--- config.mk ---
export PLATFORM = sky130hd
export DESIGN_NAME = sorted_min_priority_queue_flat
export DESIGN_NICKNAME = d
export VERILOG_FILES = /design/src/hw/rtl/spq_pkg.sv /design/src/hw/rtl/spq_req_if.sv /design/src/hw/rtl/spq_rsp_if.sv /design/src/hw/rtl/sorted_min_priority_queue.sv /design/src/hw/rtl/spq_cell.sv /design/src/flat_wrapper.sv
export VERILOG_INCLUDE_DIRS = /design/src /design/src/hw/rtl
export SDC_FILE = /design/constraint.sdc
export NUM_CORES = 1
export LEC_CHECK = 0
export BUFFER_PORTS_ARGS = -buffer_cell sky130_fd_sc_hd__buf_4
export CAP_MARGIN = 0
export CORE_ASPECT_RATIO = 1.25
export CORE_MARGIN = 2
export CORE_UTILIZATION = 59
export DETAILED_ROUTE_END_ITERATION = 7
export PLACE_DENSITY = 0.87
export SYNTH_ARGS = -nofsm -noshare
export SYNTH_HDL_FRONTEND = slang
export SYNTH_SLANG_ARGS = --single-unit
--- constraint.sdc ---
create_clock -name i_clk -period 8.1 [get_ports i_clk]
set_clock_uncertainty 0.1 [all_clocks]
set_input_delay 1.62 -clock i_clk [delete_from_list [all_inputs] [get_ports i_clk]]
set_output_delay 1.62 -clock i_clk [all_outputs]
set_load 0.005 [all_outputs]
--- src/hw/rtl/assert_macros.svh ---
// ---------------------------------------------------------------------------
// Assertion macros shared by the RTL
// Clocked on i_clk and disabled while i_rst_n is low.
// ---------------------------------------------------------------------------
`ifndef ASSERT_MACROS_SVH
`define ASSERT_MACROS_SVH

// Same-cycle implication
`define SPQ_ASSERT_IMP(lbl, ante, cons) \
    lbl: assert property (@(posedge i_clk) disable iff (!i_rst_n) (ante) |-> (cons)) \
        else $error("assertion failed: same-cycle implication");

// Next-cycle implication
`define SPQ_ASSERT_NXT(lbl, ante, cons) \
    lbl: assert property (@(posedge i_clk) disable iff (!i_rst_n) (ante) |=> (cons)) \
        else $error("assertion failed: next-cycle implication");

`endif

--- src/hw/rtl/spq_pkg.sv ---
// ---------------------------------------------------------------------------
// spq_pkg
// Types and constants of the sorted min priority queue.
// ---------------------------------------------------------------------------
package spq_pkg;

    localparam int DEPTH_DEF       = 8;
    localparam int VALUE_WIDTH_DEF = 16;
    localparam int COUNT_WIDTH_DEF = $clog2(DEPTH_DEF + 1);

    // Operation codes
    typedef enum logic [1:0] {
        CMD_ENQ  = 2'd0,
        CMD_DEQ  = 2'd1,
        CMD_PEEK = 2'd2
    } t_cmd;

    // Result status codes
    typedef enum logic [1:0] {
        ST_OK    = 2'd0,
        ST_FULL  = 2'd1,
        ST_EMPTY = 2'd2
    } t_status;

    // Per-cycle command broadcast to every cell
    typedef struct packed {
        logic enq;
        logic deq;
    } t_cell_ctrl;

endpackage

--- src/hw/rtl/spq_req_if.sv ---
// ---------------------------------------------------------------------------
// spq_req_if
// Request channel: operation code and value to insert.
// ---------------------------------------------------------------------------
interface spq_req_if
    import spq_pkg::*;
#(
    parameter int VALUE_WIDTH = VALUE_WIDTH_DEF
);
    logic                          valid;
    logic                          ready;
    logic [1:0]                    cmd;
    logic signed [VALUE_WIDTH-1:0] value_in;

    modport source (output valid, output cmd, output value_in, input ready);
    modport sink   (input valid, input cmd, input value_in, output ready);
endinterface

--- src/hw/rtl/spq_rsp_if.sv ---
// ---------------------------------------------------------------------------
// spq_rsp_if
// Response channel: read value, status and fill count.
// ---------------------------------------------------------------------------
interface spq_rsp_if
    import spq_pkg::*;
#(
    parameter int VALUE_WIDTH = VALUE_WIDTH_DEF,
    parameter int COUNT_WIDTH = COUNT_WIDTH_DEF
);
    logic                          valid;
    logic                          ready;
    logic signed [VALUE_WIDTH-1:0] value_out;
    logic [1:0]                    status;
    logic [COUNT_WIDTH-1:0]        fill_count;

    modport source (output valid, output value_out, output status, output fill_count,
                    input ready);
    modport sink   (input valid, input value_out, input status, input fill_count,
                    output ready);
endinterface

--- src/hw/rtl/sorted_min_priority_queue.sv ---
// ---------------------------------------------------------------------------
// sorted_min_priority_queue
// Min priority queue held as a sorted row of cells; head cell is smallest.
// ---------------------------------------------------------------------------
// One operation (enqueue, dequeue, peek) is accepted every clock cycle; its
// response appears in the output register on the next cycle. All cells of
// the row compare against the incoming value and shift in the same clock,
// so throughput is one transaction per cycle whatever the fill level, and
// the request side stalls only while a response waits unclaimed. Equal
// values leave in arrival order. Enqueue into a full queue returns status
// full, dequeue or peek on an empty queue returns status empty, both with a
// zero value; unused command codes return ok with the current fill count.
// ---------------------------------------------------------------------------
module sorted_min_priority_queue
    import spq_pkg::*;
#(
    parameter int DEPTH       = DEPTH_DEF,
    parameter int VALUE_WIDTH = VALUE_WIDTH_DEF
) (
    input  logic      i_clk,
    input  logic      i_rst_n,
    spq_req_if.sink   i_req,
    spq_rsp_if.source o_rsp
);

    localparam int CW = $clog2(DEPTH + 1);

    logic [CW-1:0]                 r_count;
    logic [CW-1:0]                 n_count;
    logic                          r_out_valid;
    logic signed [VALUE_WIDTH-1:0] r_value;
    logic [1:0]                    r_status;
    logic [CW-1:0]                 r_fill;

    logic signed [VALUE_WIDTH-1:0] cell_val [DEPTH];
    logic                          cell_cmp [DEPTH];
    logic                          cell_occ [DEPTH];

    logic                          accept;
    logic                          full;
    logic                          empty;
    t_cell_ctrl                    ctrl;
    logic signed [VALUE_WIDTH-1:0] n_value;
    logic [1:0]                    n_status;

    // Accept while the response register is free or being drained
    assign i_req.ready = !r_out_valid || o_rsp.ready;
    assign accept      = i_req.valid && i_req.ready;
    assign full        = (r_count == CW'(DEPTH));
    assign empty       = (r_count == '0);

    // Decode the transaction
    always_comb begin
        ctrl     = '0;
        n_value  = '0;
        n_status = ST_OK;
        case (i_req.cmd)
            CMD_ENQ: begin
                if (full) begin
                    n_status = ST_FULL;
                end else begin
                    ctrl.enq = accept;
                end
            end
            CMD_DEQ: begin
                if (empty) begin
                    n_status = ST_EMPTY;
                end else begin
                    ctrl.deq = accept;
                    n_value  = cell_val[0];
                end
            end
            CMD_PEEK: begin
                if (empty) begin
                    n_status = ST_EMPTY;
                end else begin
                    n_value = cell_val[0];
                end
            end
            default: begin
                n_status = ST_OK;
            end
        endcase
    end

    // Advance the fill count
    always_comb begin
        n_count = r_count;
        if (ctrl.enq) begin
            n_count = r_count + CW'(1);
        end else if (ctrl.deq) begin
            n_count = r_count - CW'(1);
        end
    end

    always_ff @(posedge i_clk) begin
        if (!i_rst_n) begin
            r_count <= '0;
        end else begin
            r_count <= n_count;
        end
    end

    // Row of cells linked to their neighbors; the head has no left and the tail no right neighbor
    for (genvar gi = 0; gi < DEPTH; gi++) begin : g_cell
        logic signed [VALUE_WIDTH-1:0] left_val;
        logic                          left_cmp;
        logic signed [VALUE_WIDTH-1:0] right_val;

        assign cell_occ[gi] = (r_count > CW'(gi));

        if (gi == 0) begin : g_head
            assign left_val = '0;
            assign left_cmp = 1'b0;
        end else begin : g_body
            assign left_val = cell_val[gi-1];
            assign left_cmp = cell_cmp[gi-1];
        end

        if (gi == DEPTH - 1) begin : g_tail
            assign right_val = '0;
        end else begin : g_inner
            assign right_val = cell_val[gi+1];
        end

        spq_cell #(
            .VALUE_WIDTH (VALUE_WIDTH)
        ) u_cell (
            .i_clk       (i_clk),
            .i_ctrl      (ctrl),
            .i_value     (i_req.value_in),
            .i_occ       (cell_occ[gi]),
            .i_left_val  (left_val),
            .i_left_cmp  (left_cmp),
            .i_right_val (right_val),
            .o_val       (cell_val[gi]),
            .o_cmp       (cell_cmp[gi])
        );
    end

    // Response register: load on accept, drop when taken
    always_ff @(posedge i_clk) begin
        if (!i_rst_n) begin
            r_out_valid <= 1'b0;
        end else if (accept) begin
            r_out_valid <= 1'b1;
        end else if (o_rsp.ready) begin
            r_out_valid <= 1'b0;
        end
    end

    always_ff @(posedge i_clk) begin
        if (accept) begin
            r_value  <= n_value;
            r_status <= n_status;
            r_fill   <= n_count;
        end
    end

    assign o_rsp.valid      = r_out_valid;
    assign o_rsp.value_out  = r_value;
    assign o_rsp.status     = r_status;
    assign o_rsp.fill_count = r_fill;

    // Checks
    `include "assert_macros.svh"

    `SPQ_ASSERT_IMP(a_count_max, 1'b1, r_count <= CW'(DEPTH))
    `SPQ_ASSERT_NXT(a_enq_grows, ctrl.enq, r_count == CW'($past(r_count) + CW'(1)))
    `SPQ_ASSERT_IMP(a_empty_fill, r_out_valid && r_status == ST_EMPTY, r_fill == '0)

    for (genvar gj = 0; gj < DEPTH - 1; gj++) begin : g_chk
        `SPQ_ASSERT_IMP(a_sorted, cell_occ[gj+1], cell_val[gj] <= cell_val[gj+1])
    end

endmodule

--- src/hw/rtl/spq_cell.sv ---
// ---------------------------------------------------------------------------
// spq_cell
// One slot of the sorted row: compares the incoming value with its own entry
// and takes its new entry from itself, its left or right neighbor, or the
// incoming value.
// ---------------------------------------------------------------------------
module spq_cell
    import spq_pkg::*;
#(
    parameter int VALUE_WIDTH = VALUE_WIDTH_DEF
) (
    input  logic                          i_clk,
    input  t_cell_ctrl                    i_ctrl,
    input  logic signed [VALUE_WIDTH-1:0] i_value,
    input  logic                          i_occ,
    input  logic signed [VALUE_WIDTH-1:0] i_left_val,
    input  logic                          i_left_cmp,
    input  logic signed [VALUE_WIDTH-1:0] i_right_val,
    output logic signed [VALUE_WIDTH-1:0] o_val,
    output logic                          o_cmp
);

    logic signed [VALUE_WIDTH-1:0] r_val;
    logic signed [VALUE_WIDTH-1:0] n_val;

    // New value goes at or before this slot: slot empty or strictly larger
    assign o_cmp = !i_occ || (i_value < r_val);

    // Select next entry
    always_comb begin
        n_val = r_val;
        if (i_ctrl.enq) begin
            if (i_left_cmp) begin
                n_val = i_left_val;
            end else if (o_cmp) begin
                n_val = i_value;
            end
        end else if (i_ctrl.deq) begin
            n_val = i_right_val;
        end
    end

    // Hold entry
    always_ff @(posedge i_clk) begin
        r_val <= n_val;
    end

    assign o_val = r_val;

endmodule
--- src/flat_wrapper.sv ---
// flat-port wrapper written by rule: the top's interface ports become plain ports
module sorted_min_priority_queue_flat import spq_pkg::*;
#(
    parameter int DEPTH       = DEPTH_DEF,
    parameter int VALUE_WIDTH = VALUE_WIDTH_DEF
)
  (i_clk, i_rst_n, i_req_valid, i_req_cmd, i_req_value_in, i_req_ready, o_rsp_valid, o_rsp_value_out, o_rsp_status, o_rsp_fill_count, o_rsp_ready);
  spq_req_if #(.VALUE_WIDTH(VALUE_WIDTH)) i_req_i ();
  spq_rsp_if #(.VALUE_WIDTH(VALUE_WIDTH)) o_rsp_i ();
  input  logic i_clk;
  input  logic i_rst_n;
  input wire logic [$bits(i_req_i.valid)-1:0] i_req_valid;
  input wire logic [$bits(i_req_i.cmd)-1:0] i_req_cmd;
  input wire logic [$bits(i_req_i.value_in)-1:0] i_req_value_in;
  output wire logic [$bits(i_req_i.ready)-1:0] i_req_ready;
  output wire logic [$bits(o_rsp_i.valid)-1:0] o_rsp_valid;
  output wire logic [$bits(o_rsp_i.value_out)-1:0] o_rsp_value_out;
  output wire logic [$bits(o_rsp_i.status)-1:0] o_rsp_status;
  output wire logic [$bits(o_rsp_i.fill_count)-1:0] o_rsp_fill_count;
  input wire logic [$bits(o_rsp_i.ready)-1:0] o_rsp_ready;
  assign i_req_i.valid = i_req_valid;
  assign i_req_i.cmd = i_req_cmd;
  assign i_req_i.value_in = i_req_value_in;
  assign i_req_ready = i_req_i.ready;
  assign o_rsp_valid = o_rsp_i.valid;
  assign o_rsp_value_out = o_rsp_i.value_out;
  assign o_rsp_status = o_rsp_i.status;
  assign o_rsp_fill_count = o_rsp_i.fill_count;
  assign o_rsp_i.ready = o_rsp_ready;
  sorted_min_priority_queue #(.DEPTH(DEPTH), .VALUE_WIDTH(VALUE_WIDTH)) u_core (.i_clk(i_clk), .i_rst_n(i_rst_n), .i_req(i_req_i), .o_rsp(o_rsp_i));
endmodule
==> flow_summary.ini <==
[sta]
max_freq_mhz = 208.7
rsz0062_at_grt = no
setup_viol = 0
finalSetupTns_ns = 0
tightest_slew_ns = 1.142
finalHoldViolations = 0
final.min_clock_period_ns = 4.792
fin_crit_sh = 0.5916
relSlewSlack = 0.2190
holdWs_ns = 0.4997
final_max_slew_viol_count = 0

[route]
antenna_left = 0
first_pass_iters = 6
num_vias = 8855
wl_um = 31010
drc = 0
drt_iter0_markers = 1364
avgRoutedWirePerCell_um = 23.35
vias_per_cell = 6.668

[logic_synthesis]
syn_area_um2 = 10640
ys_top_cells_by_area = edfxtp_1 (42%), ha_1 (15%), mux2i_1 (9.0%)
synth_area_leader_cell = edfxtp_1
yosysUniqueCellTypes = 53
synthFlopType = edfxtp_1
syn_nets = 1212
ys_seq_elements = 155
async_flop_share = 0
yosys_warnings = 0
seq_area_frac_synth = 0.4326
synth_top_area_share = 0.4232
synth-edff-count = 150
syn_inst = 1064
syn_area_per_cell_um2 = 10.00

[place]
port_buffers = 45
dp_hpwl_um = 21330
place.gp.congestion = 0.9705
dpl_cell_area_um2 = 11100

[outcome]
status = finished, final reports clean

[setup_path]
worst-path-max-fanout = 18
max_stage_delay_ns = 0.97
worstPathRequired_ns = 8.09
regToRegSetupSlack_ns = 4.25
path_delay_family = compound AO/OA/AOI/OAI gates
cp.arrival_ns = 4.78
critical_path.cell_chain = buf_4 > ha_1 > a2111oi_0 > o31ai_1 > o31a_1 > a21oi_1 > or2_2
criticalPathCategory = primary input to flop
crit_buf_inv = 1
slowest_stage = a2111oi_0
end_kind = flop
critPathLaunchType = primary input

[power]
ir_drop_uv = 172.7
power_density_nw_per_um2 = 186.2
p_leak_nw = 5.339
p_total_w = 0.002193

[floorplanning]
core_area_um2 = 17570
num_rows = 54
chipHeight_um = 154.2
die_area_um2 = 19140
initial_core_util = 0.6058
io_pins = 46
dieWidth_um = 124.1

[cells_and_area]
area_growth_pct = 10.66
drive_gt1_frac = 0.09248
fin_util = 0.6704
nets = 1238
final_cell_area_um2 = 11780

[cts]
cts.htree.levels = 4
cts_tree = built
root_buffer = clkbuf_16
cts-resized-gates = 0
clockBufferDepth = 2
clock_latency_ns = 0.45
clk_pin_slew_ns = 0.07
cts.sinks = 155
numCtsBuffers = 17
cts_setup_buffers = 0
ctsHoldBuffers = 0

[global_routing]
grt_pass1_vias = 8790
grt_pass1_wl_um = 47380
antenna_found_initial = 2
grt_max_degree = 84
grt_overflow = 0
grt_use_total = 0.3326

[flow_run]
cap_violations = 0

[worst_hold_path]
hp-class = flop to flop
==> layout by cell type, fill, tap and decap left out, types with 3 or more instances in the layout <==
master,n
a2111oi_0,12
a211oi_1,3
a21o_1,18
a21oi_1,132
a22oi_1,17
a31o_2,3
a31oi_1,3
a31oi_2,3
and2_1,5
and3_1,19
buf_4,54
bufinv_16,6
clkbuf_16,17
clkinv_4,4
dfxtp_1,5
edfxtp_1,150
ha_1,126
inv_1,135
mux2i_1,96
nand2_1,65
nand2b_1,11
nand3_1,10
nand4_1,26
nor2_1,95
o21a_1,11
o21ai_0,27
o31a_1,3
o31ai_1,4
or2_2,3
or3_1,5
==> through the flow <==
step                setup slack, ns  instances
global route                  3.267       1327
global placement              3.105       1295
floorplan                     3.655       1064
detailed placement            3.075       1295
CTS                           3.498       1327
finish                        3.308       1328
==> cell usage after synthesis, types with 2 or more instances <==
master and instances:
a21o_1 18, buf_4 6, a2111oi_0 12, a21oi_1 132, a2bb2oi_1 2, nand3_1 10
a31oi_1 6, nand2_1 65, o31a_1 3, o31ai_1 4, xnor2_1 2, mux2i_1 96
o21ai_1 2, a31o_2 3, and4_1 3, nand2b_1 11, a211oi_1 3, buf_6 6
a22oi_1 17, a21boi_0 2, ha_1 126, inv_1 135, o21a_1 11, and3_1 19
and2_1 5, nor2_1 95, clkbuf_1 32, or2_2 3, nor2b_1 2, dfxtp_1 5
edfxtp_1 150, or3_1 5, buf_2 2, nand4_1 26, o21ai_0 27
==> cells by family (layout without fill, tap and decap cells) <==
group / Yosys count / count (layout) / share of synthesized area
other: 0 / 1 / 0
adders and majority gates: 126 / 126 / 0.1481
muxes: 96 / 96 / 0.09029
xor gates and xnor gates: 3 / 3 / 0.002469
and+or+nand+nor: 249 / 249 / 0.1087
DFF: 155 / 155 / 0.4326
AOI/OAI and AO/OA: 253 / 253 / 0.1454
buffers and inverters: 182 / 221 / 0.07230
==> path summary, 6_finish.rpt <==
| kind | endpoint | cells past startpoint | startpoint |
|---|---|---|---|
| min | u_core.o_rsp.valid | 2 | u_core.o_rsp.valid |
| max | u_core.g_cell[5].u_cell.o_val[5] | 7 | i_req_value_in[1] |
| min reg2reg | u_core.o_rsp.valid | 2 | u_core.o_rsp.valid |
| max reg2reg | u_core.g_cell[5].u_cell.o_val[5] | 7 | u_core.g_cell[4].u_cell.o_val[1] |
==> sequential cells by signal, indices dropped and copies added (netlist names) <==
name	count
u_core.o_rsp.value_out	16
u_core.o_rsp.valid	1
u_core.o_rsp.status	2
u_core.r_count	4
u_core.o_rsp.fill_count	4
u_core.g_cell.u_cell.o_val	128
==> routing by layer <==
| layer | routed length [µm] | track usage |
|---|---|---|
| met1 | 10830 | 0.3958 |
| met2 | 14310 | 0.5144 |
| met3 | 3342 | 0.08642 |
| met4 | 2499 | 0.2386 |
| met5 | 33 | 0 |
==> final cells by class <==
class	instances	area (µm²)
Inverter	135	506.7
Antenna cell	1	2.502
Sequential cell	155	4604
Clock inverter	14	244.0
Multi-Input combinational cell	727	5305
Clock buffer	18	429.2
Timing Repair Buffer	54	405.4
Fill cell	1281	5789
Tap cell	224	280.3
==> power breakdown <==
group          total (W)  switching, W  internal, W
Clock           0.000937      0.000357     0.000580
Sequential      0.000945     0.0000242     0.000921
Combinational   0.000311      0.000198     0.000113
Total            0.00219      0.000579      0.00161
==> worst register-to-register path: stages (launching register included) <==
cell and delay, ns:
edfxtp_1 0.43, inv_1 0.08, ha_1 0.22, a2111oi_0 0.97, o31ai_1 0.29, o31a_1 0.67, a21oi_1 0.23, or2_2 0.50
No activity file was read; power rests on OpenSTA's default activity.
